[config.mk]
export PLATFORM = sky130hd
export DESIGN_NAME = indexed_list_engine
export DESIGN_NICKNAME = d
export VERILOG_FILES = /design/src/sv/ilist_pkg.sv /design/src/sv/ilist_ctrl.sv /design/src/sv/ilist_dpath.sv /design/src/sv/indexed_list_engine.sv
export SDC_FILE = /design/constraint.sdc
export NUM_CORES = 1
export LEC_CHECK = 0
export BUFFER_PORTS_ARGS = -buffer_cell sky130_fd_sc_hd__buf_2
export CAP_MARGIN = 20
export CORE_MARGIN = 8
export CORE_UTILIZATION = 60
export DETAILED_ROUTE_END_ITERATION = 10
export HOLD_SLACK_MARGIN = 0.08
export PLACE_DENSITY = 0.87
export SLEW_MARGIN = 25
export SYNTH_ARGS = -nofsm -noshare
export SYNTH_HDL_FRONTEND = slang
export SYNTH_HIERARCHICAL = 1
export SYNTH_SLANG_ARGS = --single-unit
[constraint.sdc]
create_clock -name clk -period 10.8 [get_ports clk]
set_clock_uncertainty 0.15 [all_clocks]
set_input_delay 1.08 -clock clk [delete_from_list [all_inputs] [get_ports clk]]
set_output_delay 1.08 -clock clk [all_outputs]
set_load 0.03 [all_outputs]
[src/sv/ilist_pkg.sv]
// Shared types and constants for the indexed list engine.
// No dependencies; used by ilist_ctrl, ilist_dpath and indexed_list_engine.
package ilist_pkg;

  // Default number of list cells
  localparam int CAPACITY_DEF = 16;

  // Operation codes carried in the kind field
  typedef enum logic [2:0] {
    KIND_READ   = 3'd0,
    KIND_HEAD   = 3'd1,
    KIND_TAIL   = 3'd2,
    KIND_AT     = 3'd3,
    KIND_DELETE = 3'd4
  } kind_t;

  // Result status codes
  typedef enum logic [1:0] {
    ST_DONE  = 2'd0,
    ST_RANGE = 2'd1,
    ST_FULL  = 2'd2
  } status_t;

  // What the decoded operation turns into
  typedef enum logic [1:0] {
    ACT_READ   = 2'd0,
    ACT_INSERT = 2'd1,
    ACT_DELETE = 2'd2,
    ACT_REJECT = 2'd3
  } act_t;

  // Controller to datapath commands
  typedef struct packed {
    logic load_op;     // latch the input beat
    logic eval;        // register status, slot and cursor; issue read at position
    logic capture_rd;  // take memory read data as the result value
    logic move_rd;     // read the neighbour of the cursor cell
    logic move_wr;     // write it into the cursor cell and step the cursor
    logic write_new;   // write the new value into the slot, count up
    logic len_dec;     // count down after a delete
  } cmd_t;

  // Datapath to controller status
  typedef struct packed {
    act_t act;   // decoded action of the latched operation
    logic more;  // further cells still to move
    logic ins;   // moves run towards the tail (insert) rather than the head
  } stat_t;

endpackage

[src/sv/ilist_ctrl.sv]
// Sequencer for the indexed list engine: steps each operation through
// decode, cell moves, final write and result beat. Depends on ilist_pkg.
module ilist_ctrl
  import ilist_pkg::*;
(
  input  logic  clk,
  input  logic  rst,
  input  logic  start,
  output logic  busy,
  output logic  done,
  input  stat_t stat,
  output cmd_t  cmd
);

  typedef enum logic [7:0] {
    S_IDLE    = 8'b0000_0001,
    S_EVAL    = 8'b0000_0010,
    S_RD_CAP  = 8'b0000_0100,
    S_LOOP    = 8'b0000_1000,
    S_MOVE_RD = 8'b0001_0000,
    S_MOVE_WR = 8'b0010_0000,
    S_INS_WR  = 8'b0100_0000,
    S_DEL_END = 8'b1000_0000
  } state_t;

  state_t state, state_next;
  logic   fin, fin_next;

  assign busy = (state != S_IDLE) || fin;
  assign done = fin;

  // Next state
  always_comb begin
    state_next = state;
    fin_next   = 1'b0;
    unique case (state)
      S_IDLE: begin
        if (start && !fin) state_next = S_EVAL;
      end
      S_EVAL: begin
        unique case (stat.act)
          ACT_READ:   state_next = S_RD_CAP;
          ACT_INSERT: state_next = S_LOOP;
          ACT_DELETE: state_next = S_LOOP;
          default: begin
            state_next = S_IDLE;
            fin_next   = 1'b1;
          end
        endcase
      end
      S_RD_CAP: begin
        state_next = S_IDLE;
        fin_next   = 1'b1;
      end
      S_LOOP: begin
        if (stat.more)    state_next = S_MOVE_RD;
        else if (stat.ins) state_next = S_INS_WR;
        else              state_next = S_DEL_END;
      end
      S_MOVE_RD: state_next = S_MOVE_WR;
      S_MOVE_WR: state_next = S_LOOP;
      S_INS_WR: begin
        state_next = S_IDLE;
        fin_next   = 1'b1;
      end
      S_DEL_END: begin
        state_next = S_IDLE;
        fin_next   = 1'b1;
      end
      default: state_next = S_IDLE;
    endcase
  end

  // Commands per state
  always_comb begin
    cmd            = '0;
    cmd.load_op    = (state == S_IDLE) && start && !fin;
    cmd.eval       = (state == S_EVAL);
    cmd.capture_rd = (state == S_RD_CAP);
    cmd.move_rd    = (state == S_MOVE_RD);
    cmd.move_wr    = (state == S_MOVE_WR);
    cmd.write_new  = (state == S_INS_WR);
    cmd.len_dec    = (state == S_DEL_END);
  end

  always_ff @(posedge clk) begin
    if (rst) begin
      state <= S_IDLE;
      fin   <= 1'b0;
    end else begin
      state <= state_next;
      fin   <= fin_next;
    end
  end

  // Result beat is a single-cycle pulse
  a_done_pulse: assert property (@(posedge clk) disable iff (rst) done |=> !done)
    else $error("result strobe held for more than one cycle");
  // An accepted beat always makes the block busy next cycle
  a_accept_busy: assert property (@(posedge clk) disable iff (rst)
    (start && !busy) |=> (busy && !done))
    else $error("accepted beat did not start an operation");
  // A result beat is only raised from a finishing state
  a_done_src: assert property (@(posedge clk) disable iff (rst)
    done |-> ($past(state) == S_EVAL || $past(state) == S_RD_CAP ||
              $past(state) == S_INS_WR || $past(state) == S_DEL_END))
    else $error("result strobe without a finishing state");

endmodule

[src/sv/ilist_dpath.sv]
// Datapath for the indexed list engine: operand registers, decode, list
// memory, move cursor, count and result registers. Depends on ilist_pkg.
module ilist_dpath
  import ilist_pkg::*;
#(
  parameter int Capacity = CAPACITY_DEF
) (
  input  logic               clk,
  input  logic               rst,
  input  cmd_t               cmd,
  output stat_t              stat,
  input  logic [2:0]         kind,
  input  logic signed [15:0] position,
  input  logic signed [31:0] item_value,
  output logic signed [31:0] read_value,
  output logic [1:0]         status,
  output logic [4:0]         entry_count
);

  localparam int LEN_W  = $clog2(Capacity + 1);
  localparam int ADDR_W = $clog2(Capacity);
  localparam int PW     = (LEN_W > 15) ? LEN_W : 15;
  localparam int EXT_W  = (LEN_W > 5) ? LEN_W : 5;

  // Latched operation
  logic [2:0]        kind_q;
  logic [15:0]       pos_q;
  logic [31:0]       val_q;

  // List state
  logic [31:0]       mem [Capacity];
  logic [31:0]       mem_rdata;
  logic [LEN_W-1:0]  length;
  logic [LEN_W-1:0]  cursor;
  logic [LEN_W-1:0]  slot_q;
  logic              ins_q;
  logic [31:0]       rd_q;
  logic [1:0]        status_q;

  // Decode
  logic              pos_neg;
  logic [PW-1:0]     pos_ext;
  logic [PW-1:0]     len_ext;
  logic              full;
  logic              in_list;
  act_t              act;
  status_t           rej_status;
  logic [LEN_W-1:0]  slot;
  logic [LEN_W-1:0]  cur_dn;
  logic [LEN_W:0]    cur_up;
  logic [ADDR_W-1:0] rd_addr;
  logic              mem_we;
  logic [ADDR_W-1:0] wr_addr;
  logic [31:0]       wr_data;
  logic [EXT_W-1:0]  len_wide;

  assign pos_neg = pos_q[15];
  assign pos_ext = PW'(pos_q[14:0]);
  assign len_ext = PW'(length);
  assign full    = (length == LEN_W'(Capacity));
  assign in_list = !pos_neg && (pos_ext < len_ext);

  // Map the operation to an action and a target slot
  always_comb begin
    act        = ACT_REJECT;
    rej_status = ST_RANGE;
    slot       = '0;
    case (kind_q)
      KIND_READ: begin
        if (in_list) act = ACT_READ;
      end
      KIND_HEAD: begin
        if (full) rej_status = ST_FULL;
        else act = ACT_INSERT;
      end
      KIND_TAIL: begin
        slot = length;
        if (full) rej_status = ST_FULL;
        else act = ACT_INSERT;
      end
      KIND_AT: begin
        if (pos_neg || pos_ext == '0) begin
          if (full) rej_status = ST_FULL;
          else act = ACT_INSERT;
        end else if (pos_ext > len_ext) begin
          rej_status = ST_RANGE;
        end else begin
          slot = pos_ext[LEN_W-1:0];
          if (full) rej_status = ST_FULL;
          else act = ACT_INSERT;
        end
      end
      KIND_DELETE: begin
        if (in_list) act = ACT_DELETE;
      end
      default: act = ACT_REJECT;
    endcase
  end

  // Cursor neighbours
  assign cur_dn = cursor - LEN_W'(1);
  assign cur_up = {1'b0, cursor} + (LEN_W + 1)'(1);

  assign stat.act  = act;
  assign stat.ins  = ins_q;
  assign stat.more = ins_q ? (cursor > slot_q) : (cur_up < {1'b0, length});

  // Memory port selection
  always_comb begin
    if (cmd.move_rd) begin
      rd_addr = ins_q ? cur_dn[ADDR_W-1:0] : cur_up[ADDR_W-1:0];
    end else begin
      rd_addr = pos_ext[ADDR_W-1:0];
    end
    mem_we  = cmd.move_wr || cmd.write_new;
    wr_addr = cmd.write_new ? slot_q[ADDR_W-1:0] : cursor[ADDR_W-1:0];
    wr_data = cmd.write_new ? val_q : mem_rdata;
  end

  // List memory: one write and one registered read per cycle
  always_ff @(posedge clk) begin
    if (mem_we) mem[wr_addr] <= wr_data;
    mem_rdata <= mem[rd_addr];
  end

  // Operand, cursor and result registers
  always_ff @(posedge clk) begin
    if (cmd.load_op) begin
      kind_q <= kind;
      pos_q  <= position;
      val_q  <= item_value;
    end
    if (cmd.eval) begin
      slot_q   <= slot;
      ins_q    <= (act == ACT_INSERT);
      cursor   <= (act == ACT_INSERT) ? length : pos_ext[LEN_W-1:0];
      status_q <= (act == ACT_REJECT) ? rej_status : ST_DONE;
      rd_q     <= (kind_q == KIND_READ && act == ACT_REJECT) ? 32'hFFFF_FFFF : 32'd0;
    end
    if (cmd.capture_rd) rd_q <= mem_rdata;
    if (cmd.move_wr) cursor <= ins_q ? cur_dn : cur_up[LEN_W-1:0];
  end

  // Entry count
  always_ff @(posedge clk) begin
    if (rst) begin
      length <= '0;
    end else if (cmd.write_new) begin
      length <= length + LEN_W'(1);
    end else if (cmd.len_dec) begin
      length <= length - LEN_W'(1);
    end
  end

  assign len_wide    = EXT_W'(length);
  assign read_value  = rd_q;
  assign status      = status_q;
  assign entry_count = len_wide[4:0];

  // The count never passes the number of cells
  a_len_max: assert property (@(posedge clk) disable iff (rst)
    length <= LEN_W'(Capacity))
    else $error("entry count above capacity");
  // No new value is written into a full list
  a_ins_room: assert property (@(posedge clk) disable iff (rst)
    cmd.write_new |-> !full)
    else $error("insert committed into a full list");
  // A delete only ends on a non-empty list, and lowers the count by one
  a_del_cnt: assert property (@(posedge clk) disable iff (rst)
    cmd.len_dec |=> (length == $past(length) - LEN_W'(1)) && ($past(length) != '0))
    else $error("delete count update wrong");

endmodule

[src/sv/indexed_list_engine.sv]
// Indexed list engine, top level: ties the sequencer to the datapath.
// Depends on ilist_pkg, ilist_ctrl and ilist_dpath.
//
// An ordered list of up to CAPACITY signed 32-bit values in a one-read,
// one-write memory with a count. Raise start with kind, position and item_value
// while busy is low; the beat is taken at that edge and busy stays high until
// the result. Done marks the result on read_value, status and entry_count and
// is high for exactly one cycle; it cannot be held off, so capture it then. A
// rejected operation goes from evaluation straight to done; a read passes
// evaluation and read capture. Inserts and deletes shift the later entries
// one cell at a time through the memory's one read and one write port, each
// moved entry (up to the count) taking a loop check, a neighbour read and a
// write. The next beat may be accepted in the cycle after done. The memory is
// not cleared at reset; only the count is.
module indexed_list_engine
  import ilist_pkg::*;
#(
  parameter int CAPACITY = CAPACITY_DEF
) (
  input  logic               clk,
  input  logic               rst,
  input  logic               start,
  output logic               busy,
  input  logic [2:0]         kind,
  input  logic signed [15:0] position,
  input  logic signed [31:0] item_value,
  output logic               done,
  output logic signed [31:0] read_value,
  output logic [1:0]         status,
  output logic [4:0]         entry_count
);

  cmd_t  cmd;
  stat_t stat;

  ilist_ctrl u_ctrl (
    .clk   (clk),
    .rst   (rst),
    .start (start),
    .busy  (busy),
    .done  (done),
    .stat  (stat),
    .cmd   (cmd)
  );

  ilist_dpath #(
    .Capacity (CAPACITY)
  ) u_dpath (
    .clk         (clk),
    .rst         (rst),
    .cmd         (cmd),
    .stat        (stat),
    .kind        (kind),
    .position    (position),
    .item_value  (item_value),
    .read_value  (read_value),
    .status      (status),
    .entry_count (entry_count)
  );

endmodule
==> out/summary.txt <==
run status -> completed
post-synthesis cell type count -> 57
CP startpoint -> u_ctrl/state[3]
Tmin final -> 4.37 ns
CTS Root Cell -> clkbuf_16
cts repair resizes -> 0
Inst Count DP -> 1855
IO Count -> 95
unrepaired setup endpoints after global routing -> false
period utilization -> 40.4%
CTS tree -> built
crit-path max cell delay -> 0.77 ns
Ant. Diodes -> 0
Net count, final -> 1456
DR iter-0 viols -> 1933
Cell Pwr Density -> 191 nW/um2
Max Cap Viol -> 0
number of setup buffers added after CTS -> 0
fillers -> 2410
Syn Nets -> 1330
vias in the first global route -> 13822
largest net degree at the start of global routing -> 129
Starting Density -> 60.4%
drt drc -> 0
Num CTS Buffers -> 61
TNS Setup -> 0 ns
Cells after Synth -> 1254
Reg clk slew, reported paths -> 0.07 ns
antenna-violating nets left -> 0
r2r endpoint -> u_dpath/mem[9][5]
final setup fails -> 0
synthesis-to-finish area growth -> 13.0%
DP HPWL -> 30600 um
GRT overflow -> 0
core area -> 41800 um2
leakage -> 9.59 nW
DR pass1 iterations -> 6
global placer's final weighted congestion -> 0.888
highest clock rate -> 229 MHz
DR vias -> 13401
first-pass GRT wire length -> 90300 um
Die Ht -> 221 um
WS Path Type -> reg -> reg
CTS Buffer Depth -> 3
hold_buf cts -> 0
Startpoint Class -> register
H-tree depth -> 2
hold wc startpoint -> u_dpath/mem_rdata[7]
post-synthesis sequential area ratio -> 76.1%
mapped cell area -> 25200 um2
r2r startpoint -> u_ctrl/state[3]
Port Buffers -> 94
peak supply drop -> 0.125 mV
vias per cell -> 6.80
FFs w/ async S/R, synth -> 0%
final hold violation count -> 0
initial antenna violation count -> 0
Hold Crit Class -> reg -> reg
share of cells above drive strength 1 -> 29.2%
hold endpoint -> u_dpath/read_value[7]
drt total wl -> 61900 um
Worst-Skew Late Latency -> 0.64 ns
Worst-Margin Slew -> 1.07 ns
fin. max-slew vios -> 0
die width -> 221 um
row count -> 75
GR Util All Layers -> 24.9%
relative slew slack -> 28.5%
post-DR wirelength/cell -> 31.4 um
final cell count without fillers -> 1972
Clock Sinks -> 654
CP required -> 10.94 ns
YS warnings -> 6
commonest register cell after synthesis -> edfxtp_1
CP cell instances -> or4_4, nor2_4, buf_4, inv_1, nor2_1, a32oi_1, nor2_4, buf_4
syn avg cell area -> 20.1 um2
die area -> 48800 um2
FF-to-FF path depth -> 8
CP Data Arrival Time -> 4.51 ns
Crit Path Max Fanout -> 46
number of synthesized flops with an enable pin -> 608
#FFs+latches synth -> 654
Crit. End Element -> register
R2R Setup Slk -> 6.43 ns
slowest library cell on the worst path -> nor2_4
Hold Path Cell Cnt -> 1
## routing by layer
metal	GRT usage (%)	part of all wire [%]	vias up
met1	30.5	35	6894
met2	43.3	52	984
met4	10.9	3.4	0
met5	0	0	-
li1	-	-	5379
met3	4.38	10	144
## critical path, delay by kind of cell (launching register included)
kind,cells,cell delay [ns]
compound gates,1,0.26
buf+inv,3,1.54
flops,1,0.35
simple gates,4,1.71
## report_power, final
group	leakage [nW]	switching [W]	internal (W)	total, W
logic	2.73	0.000245	0.000136	0.000381
clock network	0.966	0.000960	0.00118	0.00214
registers	5.90	0.0000359	0.00289	0.00293
total	9.59	0.00124	0.00421	0.00545
## how the worst max path moves through the flow
stage,slack [ns],endpoint
floorplan,6.62,u_dpath/kind_q[0]
detailed placement,6.35,u_dpath/mem_rdata[18]
global placement,6.45,u_dpath/mem_rdata[18]
finish,6.43,u_dpath/mem[9][5]
CTS,6.24,u_dpath/mem_rdata[4]
global route,6.29,u_dpath/mem_rdata[17]
## layout make-up
class | count | area (um2) | share of cell area (%)
clock buffers | 71 | 1580 | 5.56
flip-flops and latches | 654 | 19200 | 67.3
well taps | 539 | 674 | 2.37
clock inverters | 45 | 409 | 1.44
repair buffers | 122 | 717 | 2.52
inverters | 20 | 75.1 | 0.264
multi-input cells | 521 | 5850 | 20.5
## synth_stat cells, types with 2 or more instances
cell	count	area [um2]
edfxtp_1	608	18300
mux4_2	128	2880
a22oi_1	66	495
nor2_1	49	184
nand2_1	47	176
dfxtp_1	46	921
a21o_1	37	278
mux2_2	33	372
buf_2	23	115
clkbuf_1	22	82.6
ha_1	21	263
inv_1	20	75.1
a21oi_1	17	85.1
o21ai_0	13	65.1
nand2b_1	11	68.8
nand3_1	9	45.0
a31oi_1	8	50.1
nor2b_1	7	43.8
nor3_1	7	35.0
xnor2_1	7	61.3
buf_6	5	56.3
xor2_1	5	43.8
buf_1	4	15.0
buf_4	4	30.0
nor4_1	4	25.0
o211ai_1	4	30.0
or2_2	4	25.0
a32oi_1	3	26.3
and3_1	3	18.8
mux2i_1	3	30.0
o21a_1	3	22.5
a211oi_1	2	15.0
a21boi_0	2	15.0
nand4b_1	2	17.5
nor3b_1	2	15.0
nor4_4	2	42.5
nor4b_1	2	17.5
o21bai_1	2	15.0
## per-stage QoR
stage / utilization, % / power (W) / hold slack [ns] / setup slack [ns] / area, um2
finish: 68.2 / 0.00545 / 0.385 / 6.43 / 28500
floorplan: - / 0.00323 / 0.348 / 6.62 / 25200
CTS: 68.1 / 0.00546 / 0.387 / 6.24 / 28500
detailed placement: 63.4 / 0.00335 / 0.370 / 6.35 / 26500
global route: 68.2 / 0.00558 / 0.392 / 6.29 / 28500
global placement: 63.4 / 0.00332 / 0.363 / 6.45 / 26500
## state kept, by name, indices dropped and copies added, names as in the netlist
signal,cells
u_ctrl/done,1
u_ctrl/state,8
u_dpath/cursor,5
u_dpath/entry_count,5
u_dpath/ins_q,1
u_dpath/kind_q,3
u_dpath/mem,512
u_dpath/mem_rdata,32
u_dpath/pos_q,16
u_dpath/read_value,32
u_dpath/slot_q,5
u_dpath/status,2
u_dpath/val_q,32
## cell families after synthesis
kind of cell               count (synthesis)  share of synthesized area, %
buffers and inverters                     79                          1.51
AOI/OAI and AO/OA                        163                          4.58
and+or+nand+nor                          160                          3.29
DFF                                      654                          76.1
xor gates and xnor gates                  12                         0.417
adders and majority gates                 22                          1.12
muxes                                    164                          13.0
## placed cells by master (no fill, tap or decap), types with 13 or more instances in the layout
master     count
a21o_1        37
a21oi_1       17
a22oi_1       66
buf_2         94
buf_4         25
clkbuf_16     61
clkinv_2      13
dfxtp_1       46
edfxtp_1     608
ha_1          21
inv_1         20
mux2_2        33
mux4_2       128
nand2_1       47
nor2_1        30
nor2_4        20
(Power assumes the default switching activity.)
